<file path="src/hw/rtl/gmte_pkg.sv">
`timescale 1ns / 1ps
`default_nettype none
// ----------------------------------------------------------------------------
// gmte_pkg
// shared codes and widths for the move time estimator
// ----------------------------------------------------------------------------
package gmte_pkg;
  localparam int IN_COORD_W = 24;
  localparam int IN_FEED_W  = 20;
  localparam int TIME_W     = 48;
  localparam int KIND_W     = 7;

  localparam logic [KIND_W-1:0] G_MOVE = 7'd1;
  localparam logic [KIND_W-1:0] G_ABS  = 7'd90;
  localparam logic [KIND_W-1:0] G_REL  = 7'd91;
  localparam logic [KIND_W-1:0] G_HOME = 7'd92;

  localparam int MOVE_THRESHOLD = 10;
  localparam int FEED_RESET     = 10000;
endpackage
`default_nettype wire

</file>
<file path="src/hw/rtl/gmte_sqdiv.sv">
`timescale 1ns / 1ps
`default_nettype none
// ----------------------------------------------------------------------------
// gmte_sqdiv
// bit-serial floor(sqrt(n)) followed by a restoring divide by the feed
// ----------------------------------------------------------------------------
module gmte_sqdiv import gmte_pkg::*; #(
  parameter int NW = 96,   // radicand width, even
  parameter int FW = 20
) (
  input  wire logic          clk,
  input  wire logic          rst_n,
  input  wire logic          start,
  input  wire logic [NW-1:0] radicand,
  input  wire logic [FW-1:0] divisor,
  output logic               done,
  output logic [NW/2-1:0]    quotient
);
  localparam int RW = NW / 2;
  localparam int CW = $clog2(NW + 1);
  // remainder holds the root remainder and later the divide remainder
  localparam int AW = (RW + 2 > FW + 1) ? RW + 2 : FW + 1;

  typedef enum logic [2:0] {
    S_IDLE = 3'b001,
    S_SQRT = 3'b010,
    S_DIV  = 3'b100
  } st_t;

  st_t st_r, st_nxt;
  logic [CW-1:0] cnt_r, cnt_nxt;
  logic [NW-1:0] n_r, n_nxt;
  logic [AW-1:0] rem_r, rem_nxt;
  logic [RW-1:0] root_r, root_nxt;
  logic [FW-1:0] d_r;
  logic [RW+1:0] trial;
  logic [RW+1:0] tsub;
  logic [FW:0]   dsh;
  logic [FW:0]   dsub;

  always_comb begin
    st_nxt   = st_r;
    cnt_nxt  = cnt_r;
    n_nxt    = n_r;
    rem_nxt  = rem_r;
    root_nxt = root_r;
    done     = 1'b0;
    trial    = '0;
    tsub     = '0;
    dsh      = '0;
    dsub     = '0;
    unique case (st_r)
      S_IDLE: begin
        if (start) begin
          st_nxt   = S_SQRT;
          cnt_nxt  = CW'(RW);
          n_nxt    = radicand;
          rem_nxt  = '0;
          root_nxt = '0;
        end
      end
      S_SQRT: begin
        // two bits of radicand per cycle
        trial = {rem_r[RW-1:0], n_r[NW-1 -: 2]};
        tsub  = trial - {root_r, 2'b01};
        n_nxt = {n_r[NW-3:0], 2'b00};
        if (!tsub[RW+1]) begin
          rem_nxt  = AW'(tsub);
          root_nxt = {root_r[RW-2:0], 1'b1};
        end else begin
          rem_nxt  = AW'(trial);
          root_nxt = {root_r[RW-2:0], 1'b0};
        end
        cnt_nxt = cnt_r - 1'b1;
        if (cnt_r == CW'(1)) begin
          st_nxt  = S_DIV;
          cnt_nxt = CW'(RW);
          rem_nxt = '0;
        end
      end
      S_DIV: begin
        // root register shifts out dividend, shifts in quotient
        dsh  = {rem_r[FW-1:0], root_r[RW-1]};
        dsub = dsh - {1'b0, d_r};
        if (!dsub[FW]) begin
          rem_nxt  = AW'(dsub);
          root_nxt = {root_r[RW-2:0], 1'b1};
        end else begin
          rem_nxt  = AW'(dsh);
          root_nxt = {root_r[RW-2:0], 1'b0};
        end
        cnt_nxt = cnt_r - 1'b1;
        if (cnt_r == CW'(1)) begin
          st_nxt = S_IDLE;
          done   = 1'b1;
        end
      end
      default: st_nxt = S_IDLE;
    endcase
  end

  assign quotient = root_nxt;

  always_ff @(posedge clk) begin
    if (!rst_n) begin
      st_r  <= S_IDLE;
      cnt_r <= '0;
    end else begin
      st_r  <= st_nxt;
      cnt_r <= cnt_nxt;
    end
    n_r    <= n_nxt;
    rem_r  <= rem_nxt;
    root_r <= root_nxt;
    if (start && st_r == S_IDLE) d_r <= divisor;
  end
endmodule
`default_nettype wire

</file>
<file path="src/hw/rtl/gcode_move_time_estimator.sv">
`timescale 1ns / 1ps
`default_nettype none
// ----------------------------------------------------------------------------
// gcode_move_time_estimator
// tracks tool position, mode, feed and shutter from decoded g-code commands
// and accumulates move time as length over feed
// ----------------------------------------------------------------------------
// flow: non-move commands go from update to output; a G1 whose summed axis distance is
// within MOVE_THRESHOLD (10) goes to output on loading the serial square; a longer
// G1 runs the serial squares, the square root and the divide before the output
// throughput: one command at a time; the next is taken once the result is accepted
// reset: synchronous active-low; positions, offsets, time cleared, feed 10000
module gcode_move_time_estimator import gmte_pkg::*; #(
  parameter int COORD_BITS     = 24,
  parameter int FEED_BITS      = 20,
  parameter int TIME_FRAC_BITS = 16
) (
  input  wire logic        clk,
  input  wire logic        rst_n,
  input  wire logic        in_tvalid,
  output logic             in_tready,
  // has_g, kind, has_x, x_word, has_y, y_word, has_z, z_word, has_f,
  // feed_word, has_e, shutter_word, zero pad
  input  wire logic [111:0] in_tdata,
  output logic             out_tvalid,
  input  wire logic        out_tready,
  // pos_x, pos_y, pos_z, total_time, shutter_state, relative_mode, saturated,
  // zero pad
  output logic [127:0]     out_tdata
);
  localparam int CB  = COORD_BITS;
  localparam int MW  = CB + 1;              // magnitude width
  localparam int SW  = 2 * MW + 2;          // sum of squares width
  localparam int NW0 = SW + 2 * TIME_FRAC_BITS;
  localparam int NW  = NW0 + (NW0 % 2);
  localparam int RW  = NW / 2;
  localparam int MCW = $clog2(MW + 1);
  localparam logic signed [CB:0] CMAX = (CB+1)'((64'd1 << (CB - 1)) - 1);
  localparam logic signed [CB:0] CMIN = -CMAX - 1;
  localparam logic [FEED_BITS-1:0] FMAX = '1;
  localparam logic [FEED_BITS-1:0] FRST =
    (FEED_RESET > (64'd1 << FEED_BITS) - 1) ? FMAX : FEED_BITS'(FEED_RESET);

  typedef enum logic [5:0] {
    S_IDLE = 6'b000001,
    S_UPD  = 6'b000010,
    S_MUL  = 6'b000100,
    S_ROOT = 6'b001000,
    S_WAIT = 6'b010000,
    S_OUT  = 6'b100000
  } st_t;

  st_t st_r;
  logic signed [CB-1:0] cur_r [3];
  logic signed [CB-1:0] prev_r [3];
  logic signed [CB-1:0] home_r [3];
  logic [FEED_BITS-1:0] feed_r;
  logic                 shut_r, incr_r, sat_r;
  logic [TIME_W-1:0]    time_r;
  logic [111:0]         cmd_r;
  logic [MW-1:0]        mag_r [3];
  logic [1:0]           ax_r;
  logic [MCW-1:0]       mcnt_r;
  logic [MW-1:0]        mq_r;
  logic [SW-1:0]        acc_r;
  logic                 sq_start;
  logic                 sq_done;
  logic [RW-1:0]        sq_q;

  logic                 c_g, c_hf, c_he, c_sh;
  logic [KIND_W-1:0]    c_kind;
  logic [2:0]           c_h;
  logic [IN_FEED_W-1:0] c_f;

  assign c_g    = cmd_r[0];
  assign c_kind = cmd_r[7:1];
  assign c_h    = {cmd_r[58], cmd_r[33], cmd_r[8]};
  assign c_hf   = cmd_r[83];
  assign c_f    = cmd_r[103:84];
  assign c_he   = cmd_r[104];
  assign c_sh   = cmd_r[105];

  // input words at input coordinate width, widened and clamped below
  logic signed [IN_COORD_W-1:0] c_raw [3];
  assign c_raw[0] = cmd_r[32:9];
  assign c_raw[1] = cmd_r[57:34];
  assign c_raw[2] = cmd_r[82:59];

  // new positions and clamp for G1 and G92
  logic signed [CB+IN_COORD_W:0] sum_w [3];
  logic signed [CB-1:0] newpos [3];
  logic signed [CB-1:0] newhome [3];
  logic [2:0] psat, hsat;
  logic signed [CB+IN_COORD_W:0] hw [3];

  always_comb begin
    for (int i = 0; i < 3; i++) begin
      sum_w[i] = (incr_r ? (CB+IN_COORD_W+1)'(cur_r[i]) : (CB+IN_COORD_W+1)'(home_r[i]))
               + (CB+IN_COORD_W+1)'(c_raw[i]);
      psat[i] = 1'b0;
      if (sum_w[i] > (CB+IN_COORD_W+1)'(CMAX)) begin
        newpos[i] = CB'(CMAX); psat[i] = 1'b1;
      end else if (sum_w[i] < (CB+IN_COORD_W+1)'(CMIN)) begin
        newpos[i] = CB'(CMIN); psat[i] = 1'b1;
      end else begin
        newpos[i] = CB'(sum_w[i]);
      end
      hw[i] = (CB+IN_COORD_W+1)'(c_raw[i]);
      hsat[i] = 1'b0;
      if (hw[i] > (CB+IN_COORD_W+1)'(CMAX)) begin
        newhome[i] = CB'(CMAX); hsat[i] = 1'b1;
      end else if (hw[i] < (CB+IN_COORD_W+1)'(CMIN)) begin
        newhome[i] = CB'(CMIN); hsat[i] = 1'b1;
      end else begin
        newhome[i] = CB'(hw[i]);
      end
    end
  end

  // distances after update
  logic signed [CB:0] dl [3];
  logic [MW-1:0] dm [3];
  logic [MW+1:0] msum;
  always_comb begin
    for (int i = 0; i < 3; i++) begin
      dl[i] = (CB+1)'(cur_r[i]) - (CB+1)'(prev_r[i]);
      dm[i] = dl[i][CB] ? MW'(-dl[i]) : MW'(dl[i]);
    end
    msum = (MW+2)'(dm[0]) + (MW+2)'(dm[1]) + (MW+2)'(dm[2]);
  end

  logic [TIME_W:0] tsum;
  assign tsum = (TIME_W+1)'(time_r) +
    ((RW > TIME_W) ? (TIME_W+1)'(sq_q > RW'({TIME_W{1'b1}}) ? {TIME_W{1'b1}} : sq_q)
                   : (TIME_W+1)'(sq_q));

  // radicand: S shifted by 2*frac bits
  logic [NW-1:0] rad;
  assign rad = NW'(acc_r) << (2 * TIME_FRAC_BITS);

  assign sq_start = (st_r == S_ROOT);

  gmte_sqdiv #(.NW(NW), .FW(FEED_BITS)) u_sqdiv (
    .clk      (clk),
    .rst_n    (rst_n),
    .start    (sq_start),
    .radicand (rad),
    .divisor  (feed_r),
    .done     (sq_done),
    .quotient (sq_q)
  );

  assign in_tready  = (st_r == S_IDLE);
  assign out_tvalid = (st_r == S_OUT);

  always_comb begin
    out_tdata = '0;
    out_tdata[23:0]   = 24'(cur_r[0]);
    out_tdata[47:24]  = 24'(cur_r[1]);
    out_tdata[71:48]  = 24'(cur_r[2]);
    out_tdata[119:72] = time_r;
    out_tdata[120]    = shut_r;
    out_tdata[121]    = incr_r;
    out_tdata[122]    = sat_r;
  end

  always_ff @(posedge clk) begin
    if (!rst_n) begin
      st_r   <= S_IDLE;
      feed_r <= FRST;
      shut_r <= 1'b0;
      incr_r <= 1'b0;
      sat_r  <= 1'b0;
      time_r <= '0;
      for (int i = 0; i < 3; i++) begin
        cur_r[i]  <= '0;
        prev_r[i] <= '0;
        home_r[i] <= '0;
      end
    end else begin
      unique case (st_r)
        S_IDLE: begin
          if (in_tvalid) begin
            cmd_r <= in_tdata;
            sat_r <= 1'b0;
            st_r  <= S_UPD;
          end
        end
        S_UPD: begin
          st_r <= S_OUT;
          if (c_g) begin
            if (c_kind == G_MOVE) begin
              if (c_hf) begin
                if (c_f == '0) feed_r <= FEED_BITS'(1);
                else if ((IN_FEED_W > FEED_BITS) &&
                         ((32'(c_f) >> FEED_BITS) != 0)) feed_r <= FMAX;
                else feed_r <= FEED_BITS'(c_f);
              end
              if (c_he) shut_r <= c_sh;
              for (int i = 0; i < 3; i++)
                if (c_h[i]) cur_r[i] <= newpos[i];
              sat_r <= |(psat & c_h);
              st_r  <= S_MUL;
              ax_r  <= 2'd0;
              acc_r <= '0;
            end else if (c_kind == G_ABS) begin
              incr_r <= 1'b0;
            end else if (c_kind == G_REL) begin
              incr_r <= 1'b1;
            end else if (c_kind == G_HOME) begin
              for (int i = 0; i < 3; i++)
                if (c_h[i]) begin
                  home_r[i] <= newhome[i];
                  cur_r[i]  <= '0;
                end
              sat_r <= |(hsat & c_h);
            end
          end
          mcnt_r <= '0;
        end
        S_MUL: begin
          // shift-add square, one multiplier bit per cycle
          if (mcnt_r == '0) begin
            mag_r[0] <= dm[0];
            mag_r[1] <= dm[1];
            mag_r[2] <= dm[2];
            mq_r     <= dm[ax_r];
            mcnt_r   <= MCW'(1);
            if (ax_r == 2'd0 && msum <= (MW+2)'(MOVE_THRESHOLD)) begin
              st_r <= S_OUT;
              for (int i = 0; i < 3; i++) prev_r[i] <= cur_r[i];
            end
          end else begin
            if (mq_r[0]) acc_r <= acc_r + (SW'(mag_r[ax_r]) << (mcnt_r - 1'b1));
            mq_r <= mq_r >> 1;
            if (mcnt_r == MCW'(MW)) begin
              mcnt_r <= '0;
              if (ax_r == 2'd2) st_r <= S_ROOT;
              else ax_r <= ax_r + 2'd1;
            end else begin
              mcnt_r <= mcnt_r + 1'b1;
            end
          end
        end
        S_ROOT: st_r <= S_WAIT;
        S_WAIT: begin
          if (sq_done) begin
            if (tsum[TIME_W] || ((RW > TIME_W) && (sq_q > RW'({TIME_W{1'b1}})))) begin
              time_r <= '1;
              sat_r  <= 1'b1;
            end else begin
              time_r <= tsum[TIME_W-1:0];
            end
            for (int i = 0; i < 3; i++) prev_r[i] <= cur_r[i];
            st_r <= S_OUT;
          end
        end
        S_OUT: if (out_tready) st_r <= S_IDLE;
        default: st_r <= S_IDLE;
      endcase
    end
  end
endmodule
`default_nettype wire
</file>
<file path="config.mk">
export PLATFORM = sky130hd
export DESIGN_NAME = gcode_move_time_estimator
export DESIGN_NICKNAME = d
export VERILOG_FILES = /design/src/hw/rtl/gmte_pkg.sv /design/src/hw/rtl/gmte_sqdiv.sv /design/src/hw/rtl/gcode_move_time_estimator.sv
export SDC_FILE = /design/constraint.sdc
export NUM_CORES = 2
export LEC_CHECK = 0
export BUFFER_PORTS_ARGS = -buffer_cell sky130_fd_sc_hd__buf_2
export CAP_MARGIN = 30
export CORE_UTILIZATION = 54
export DETAILED_ROUTE_END_ITERATION = 10
export MAX_ROUTING_LAYER = met4
export PLACE_DENSITY = 0.72
export SLEW_MARGIN = 5
export SYNTH_ARGS = -nofsm -noshare
export SYNTH_HDL_FRONTEND = slang
export SYNTH_SLANG_ARGS = --single-unit
</file>
<file path="constraint.sdc">
create_clock -name clk -period 27.1 [get_ports clk]
set_input_delay 5.42 -clock clk [delete_from_list [all_inputs] [get_ports clk]]
set_output_delay 5.42 -clock clk [all_outputs]
set_load 0.1 [all_outputs]
</file>
==> impl_results.html <==
<table>
<tr><th>Metric</th><th>Value</th></tr>
<tr><th colspan="2">STA</th></tr>
<tr><td>Period utilization</td><td>between 30% and 40%</td></tr>
<tr><td>Max Transition Viols Final</td><td>0</td></tr>
<tr><td>Final setup violation count</td><td>0</td></tr>
<tr><td>Worst slew margin</td><td>a little over a quarter</td></tr>
<tr><td>Hold violation count in the final report</td><td>0</td></tr>
<tr><td>Peak clock frequency supported by timing</td><td>103.8 MHz</td></tr>
<tr><td>Smallest hold slack</td><td>around 430 ps</td></tr>
<tr><td>RSZ-0062 raised after global routing</td><td>no</td></tr>
<tr><td>Transition time at the pin with the least slew margin</td><td>roughly 1100 ps</td></tr>
<tr><td>Final-layout setup total negative slack</td><td>0 ps</td></tr>
<tr><td>Final Critical Period</td><td>between 9000 and 10000 ps</td></tr>
<tr><td>Setup clock skew after layout</td><td>27.46 ps</td></tr>
<tr><th colspan="2">Worst setup path</th></tr>
<tr><td>Crit. Startpoint</td><td>cur_r[0][48]$_SDFFCE_PP0P_</td></tr>
<tr><td>CP max-delay cell</td><td>a32oi_1</td></tr>
<tr><td>Critical path peak fanout</td><td>65</td></tr>
<tr><td>Buffer and inverter count on the worst path</td><td>4</td></tr>
<tr><td>Classification of the worst setup path</td><td>reg2reg</td></tr>
<tr><td>Data arrival time of the critical path</td><td>9940 ps</td></tr>
<tr><td>Setup crit end kind</td><td>flip-flop</td></tr>
<tr><td>CP startpoint kind</td><td>flip-flop</td></tr>
<tr><td>Reg-to-reg critical path startpoint</td><td>cur_r[0][48]$_SDFFCE_PP0P_</td></tr>
<tr><td>Largest stage delay on the critical path</td><td>roughly 830 ps</td></tr>
<tr><td>Critical path required time</td><td>between 20000 and 30000 ps</td></tr>
<tr><td>Crit path top cell by count</td><td>fa_1</td></tr>
<tr><td>CP delay by family, top</td><td>compound AO/OA/AOI/OAI gates</td></tr>
<tr><th colspan="2">Worst hold path</th></tr>
<tr><td>Worst hold path class</td><td>reg2reg</td></tr>
<tr><td>Worst Hold Launch</td><td>feed_r[2]$_SDFFE_PN0P_</td></tr>
<tr><th colspan="2">Drt</th></tr>
<tr><td>Detailed-route wire length per cell</td><td>~18 um</td></tr>
<tr><td>Via-to-Cell Ratio</td><td>approximately 6</td></tr>
<tr><td>Count of unresolved DRC violations after routing</td><td>0</td></tr>
<tr><td>Final WL</td><td>approximately 120000 um</td></tr>
<tr><td>First-pass iteration count of the detailed router</td><td>6</td></tr>
<tr><td>Number of vias after detailed routing</td><td>approximately 38000</td></tr>
<tr><td>Residual antenna-violating net count after detailed routing</td><td>0</td></tr>
<tr><td>DRC violation total after the first TritonRoute iteration</td><td>between 2000 and 3000</td></tr>
<tr><th colspan="2">Place</th></tr>
<tr><td>Routability Congestion</td><td>approximately 0.93</td></tr>
<tr><td>Final HPWL from detailed placement</td><td>a little under 90000 um</td></tr>
<tr><td>Area after detailed placement</td><td>0.05145 mm2</td></tr>
<tr><td>Port-buffer cells</td><td>234</td></tr>
<tr><th colspan="2">Clock tree</th></tr>
<tr><td>Clock tree from TritonCTS</td><td>yes</td></tr>
<tr><td>H-tree lvl count</td><td>3</td></tr>
<tr><td>Post-cts hold buffer count</td><td>0</td></tr>
<tr><td>Clk sink count</td><td>726</td></tr>
<tr><td>Clock root cell</td><td>clkbuf_16</td></tr>
<tr><td>Worst-Skew Late Latency</td><td>~670 ps</td></tr>
<tr><td>Cts bufs inserted</td><td>a little over 80</td></tr>
<tr><td>Setup Fix Bufs, Post-CTS</td><td>0</td></tr>
<tr><td>Maximum root-to-sink buffer count</td><td>3</td></tr>
<tr><td>Clock Pin Slew Worst Setup and Hold Paths</td><td>around 60 ps</td></tr>
<tr><td>Number of gates given a new drive strength after cts</td><td>0</td></tr>
<tr><th colspan="2">Die</th></tr>
<tr><td>Die Span Y</td><td>roughly 300 um</td></tr>
<tr><td>Number of top-level pins</td><td>~250</td></tr>
<tr><td>Die footprint</td><td>between 0.09 and 0.1 mm2</td></tr>
<tr><td>Number of cell rows</td><td>110</td></tr>
<tr><td>Die W</td><td>approximately 300 um</td></tr>
<tr><td>Initial cell density of the core</td><td>a little over half</td></tr>
<tr><td>Core area</td><td>around 0.09 mm2</td></tr>
<tr><th colspan="2">Synth</th></tr>
<tr><td>Avg Cell Area, Syn</td><td>around 9.7 um2</td></tr>
<tr><td>Async set-reset flop share out of synthesis</td><td>0%</td></tr>
<tr><td>Synthesized-area fraction occupied by ao, oa, aoi and oai cells</td><td>between 15 and 20%</td></tr>
<tr><td>Number of synthesized flops with an enable pin</td><td>595</td></tr>
<tr><td>Flip-flop and latch count after synthesis</td><td>just over 700</td></tr>
<tr><td>Post-synth top flop</td><td>edfxtp_1</td></tr>
<tr><td>Mapped cell area</td><td>slightly below 0.05 mm2</td></tr>
<tr><td>Area fraction in and, or, nand and nor cells after synthesis</td><td>14.08%</td></tr>
<tr><td>Number of different library cells in the post-synthesis netlist</td><td>94</td></tr>
<tr><td>Count of mapped cells out of synthesis</td><td>5048</td></tr>
<tr><td>Syn. warnings</td><td>0</td></tr>
<tr><td>Adder and majority cell fraction of the synthesized area</td><td>between 9 and 10%</td></tr>
<tr><td>Largest family of logic cells by synthesized area</td><td>compound AO/OA/AOI/OAI gates</td></tr>
<tr><td>XOR/XNOR share of the synthesized area</td><td>under 10%</td></tr>
<tr><td>Part of the Yosys area used for sequential elements</td><td>around two fifths</td></tr>
<tr><td>Share of synthesized area spent on multiplexers</td><td>about 5.9%</td></tr>
<tr><th colspan="2">Cells and area</th></tr>
<tr><td>Net count, final</td><td>approximately 5700</td></tr>
<tr><td>Fraction of final layout cells sized beyond drive strength 1</td><td>11.41%</td></tr>
<tr><td>Post-route design area</td><td>roughly 0.054 mm2</td></tr>
<tr><td>Filler Cell Count</td><td>about 7700</td></tr>
<tr><td>Synth-to-layout area growth</td><td>10.47%</td></tr>
<tr><th colspan="2">Flow run</th></tr>
<tr><td>Number of maximum-capacitance violations</td><td>0</td></tr>
<tr><th colspan="2">GRT</th></tr>
<tr><td>Via count of the first global-routing pass</td><td>36040</td></tr>
<tr><td>Number of antenna violations at the first check in global routing</td><td>2</td></tr>
<tr><td>Grt total ovfl</td><td>0</td></tr>
<tr><td>Maximum number of pins on one net before global-route repair</td><td>83</td></tr>
<tr><td>Global-route usage over all layers</td><td>about a quarter</td></tr>
<tr><td>Wire length of the first global-routing pass</td><td>around 190000 um</td></tr>
<tr><th colspan="2">Power and ir drop</th></tr>
<tr><td>Worst VDD drop</td><td>~0.06 mV</td></tr>
<tr><td>PD cells</td><td>roughly 60 mW/mm2</td></tr>
<tr><td>Leakage power total</td><td>22.03 nW</td></tr>
<tr><th colspan="2">Status</th></tr>
<tr><td>Outcome</td><td>completed</td></tr>
</table>
-- path summary, 6_finish.rpt --
path | to | slack [ps] | cells past startpoint
worst max-delay path | prev_r[0][6]$_DFFE_PP_ | 17470 | 29
worst min-delay path | u_sqdiv.d_r[2]$_DFFE_PP_ | 430 | 0
worst max register to register | prev_r[0][6]$_DFFE_PP_ | 17470 | 29
worst min register to register | u_sqdiv.d_r[2]$_DFFE_PP_ | 430 | 0
-- through the flow --
stage	total power [mW]	util, %	worst slack [ps]	std cells
final	3.197	60.15	17470	6461
after global routing	3.340	60.15	16950	6461
after CTS	3.206	60.10	17340	6457
after detailed placement	2.094	57.16	17370	6306
after global placement	2.081	57.05	17520	6300
after floorplan	1.906	-	17400	5052
-- cell type report --
class	count	area (um2)	share of cell area (%)
Antenna cell	2	5.005	0.009244
Clock buffer	104	2175	4.017
Clock inverter	47	471.7	0.8713
Inverter	333	1252	2.313
Multi-Input combinational cell	3786	26610	49.15
Sequential cell	726	20490	37.85
Tap cell	1176	1471	2.718
Timing Repair Buffer	287	1660	3.067
-- layout by cell type, fill, tap and decap left out, types with 49 or more instances in the layout --
master,instances
clkbuf_16,82
o21a_1,64
nand3_1,93
xnor2_1,191
nor2b_1,49
nand2b_1,54
o21ai_0,204
nor3b_1,82
mux2_2,129
and2_1,108
o22ai_1,61
ha_1,336
a21oi_1,455
nand2_1,326
xor2_1,128
dfxtp_1,130
buf_2,234
mux2i_1,146
nor2_1,391
edfxtp_1,595
nor3_1,88
a21o_1,176
o21ai_1,70
inv_1,324
a31oi_1,66
-- registers in the layout (all words and copies together) (netlist names), 48 cells and up, named ones only --
name         count
u_sqdiv.n_r     52
mag_r           75
acc_r           52
prev_r          72
cmd_r          106
time_r          48
home_r          72
cur_r           72
-- cell families after synthesis --
kind of cell	after synthesis
compound gates	1419
xor+xnor	324
fa+ha+maj	370
buf+inv	540
flops	726
mux	275
other cells	1
simple gates	1393
-- where the power goes --
group          switching [mW]  internal [mW]
sequential             0.0167           1.23
combinational           0.527          0.310
clock                   0.471          0.639
total                    1.01           2.18
-- synthesized netlist by cell type (all sizes together), types with 82 or more instances --
master	n	share of area, %
a21o	177	2.7
o21ai	278	2.8
nor2	395	3.0
xnor2	192	3.4
nand2	326	2.5
dfxtp	131	5.4
edfxtp	595	36
xor2	132	2.4
nand3	94	0.96
clkbuf	189	1.4
a21oi	456	4.7
ha	336	8.6
and2	109	1.4
mux2i	146	3.0
nor3b	82	1.3
mux2	129	3.0
nor3	89	0.91
inv	332	2.5
-- layer usage --
| metal | part of all wire [%] | GRT usage (%) | vias to the layer above |
|---|---|---|---|
| li1 | - | - | 18860 |
| met1 | 45 | 34.54 | 18070 |
| met2 | 47 | 42.29 | 999 |
| met3 | 5.0 | 3.341 | 236 |
| met4 | 3.7 | 9.392 | 0 |
| met5 | 0 | - | - |
(Power assumes the default switching activity.)
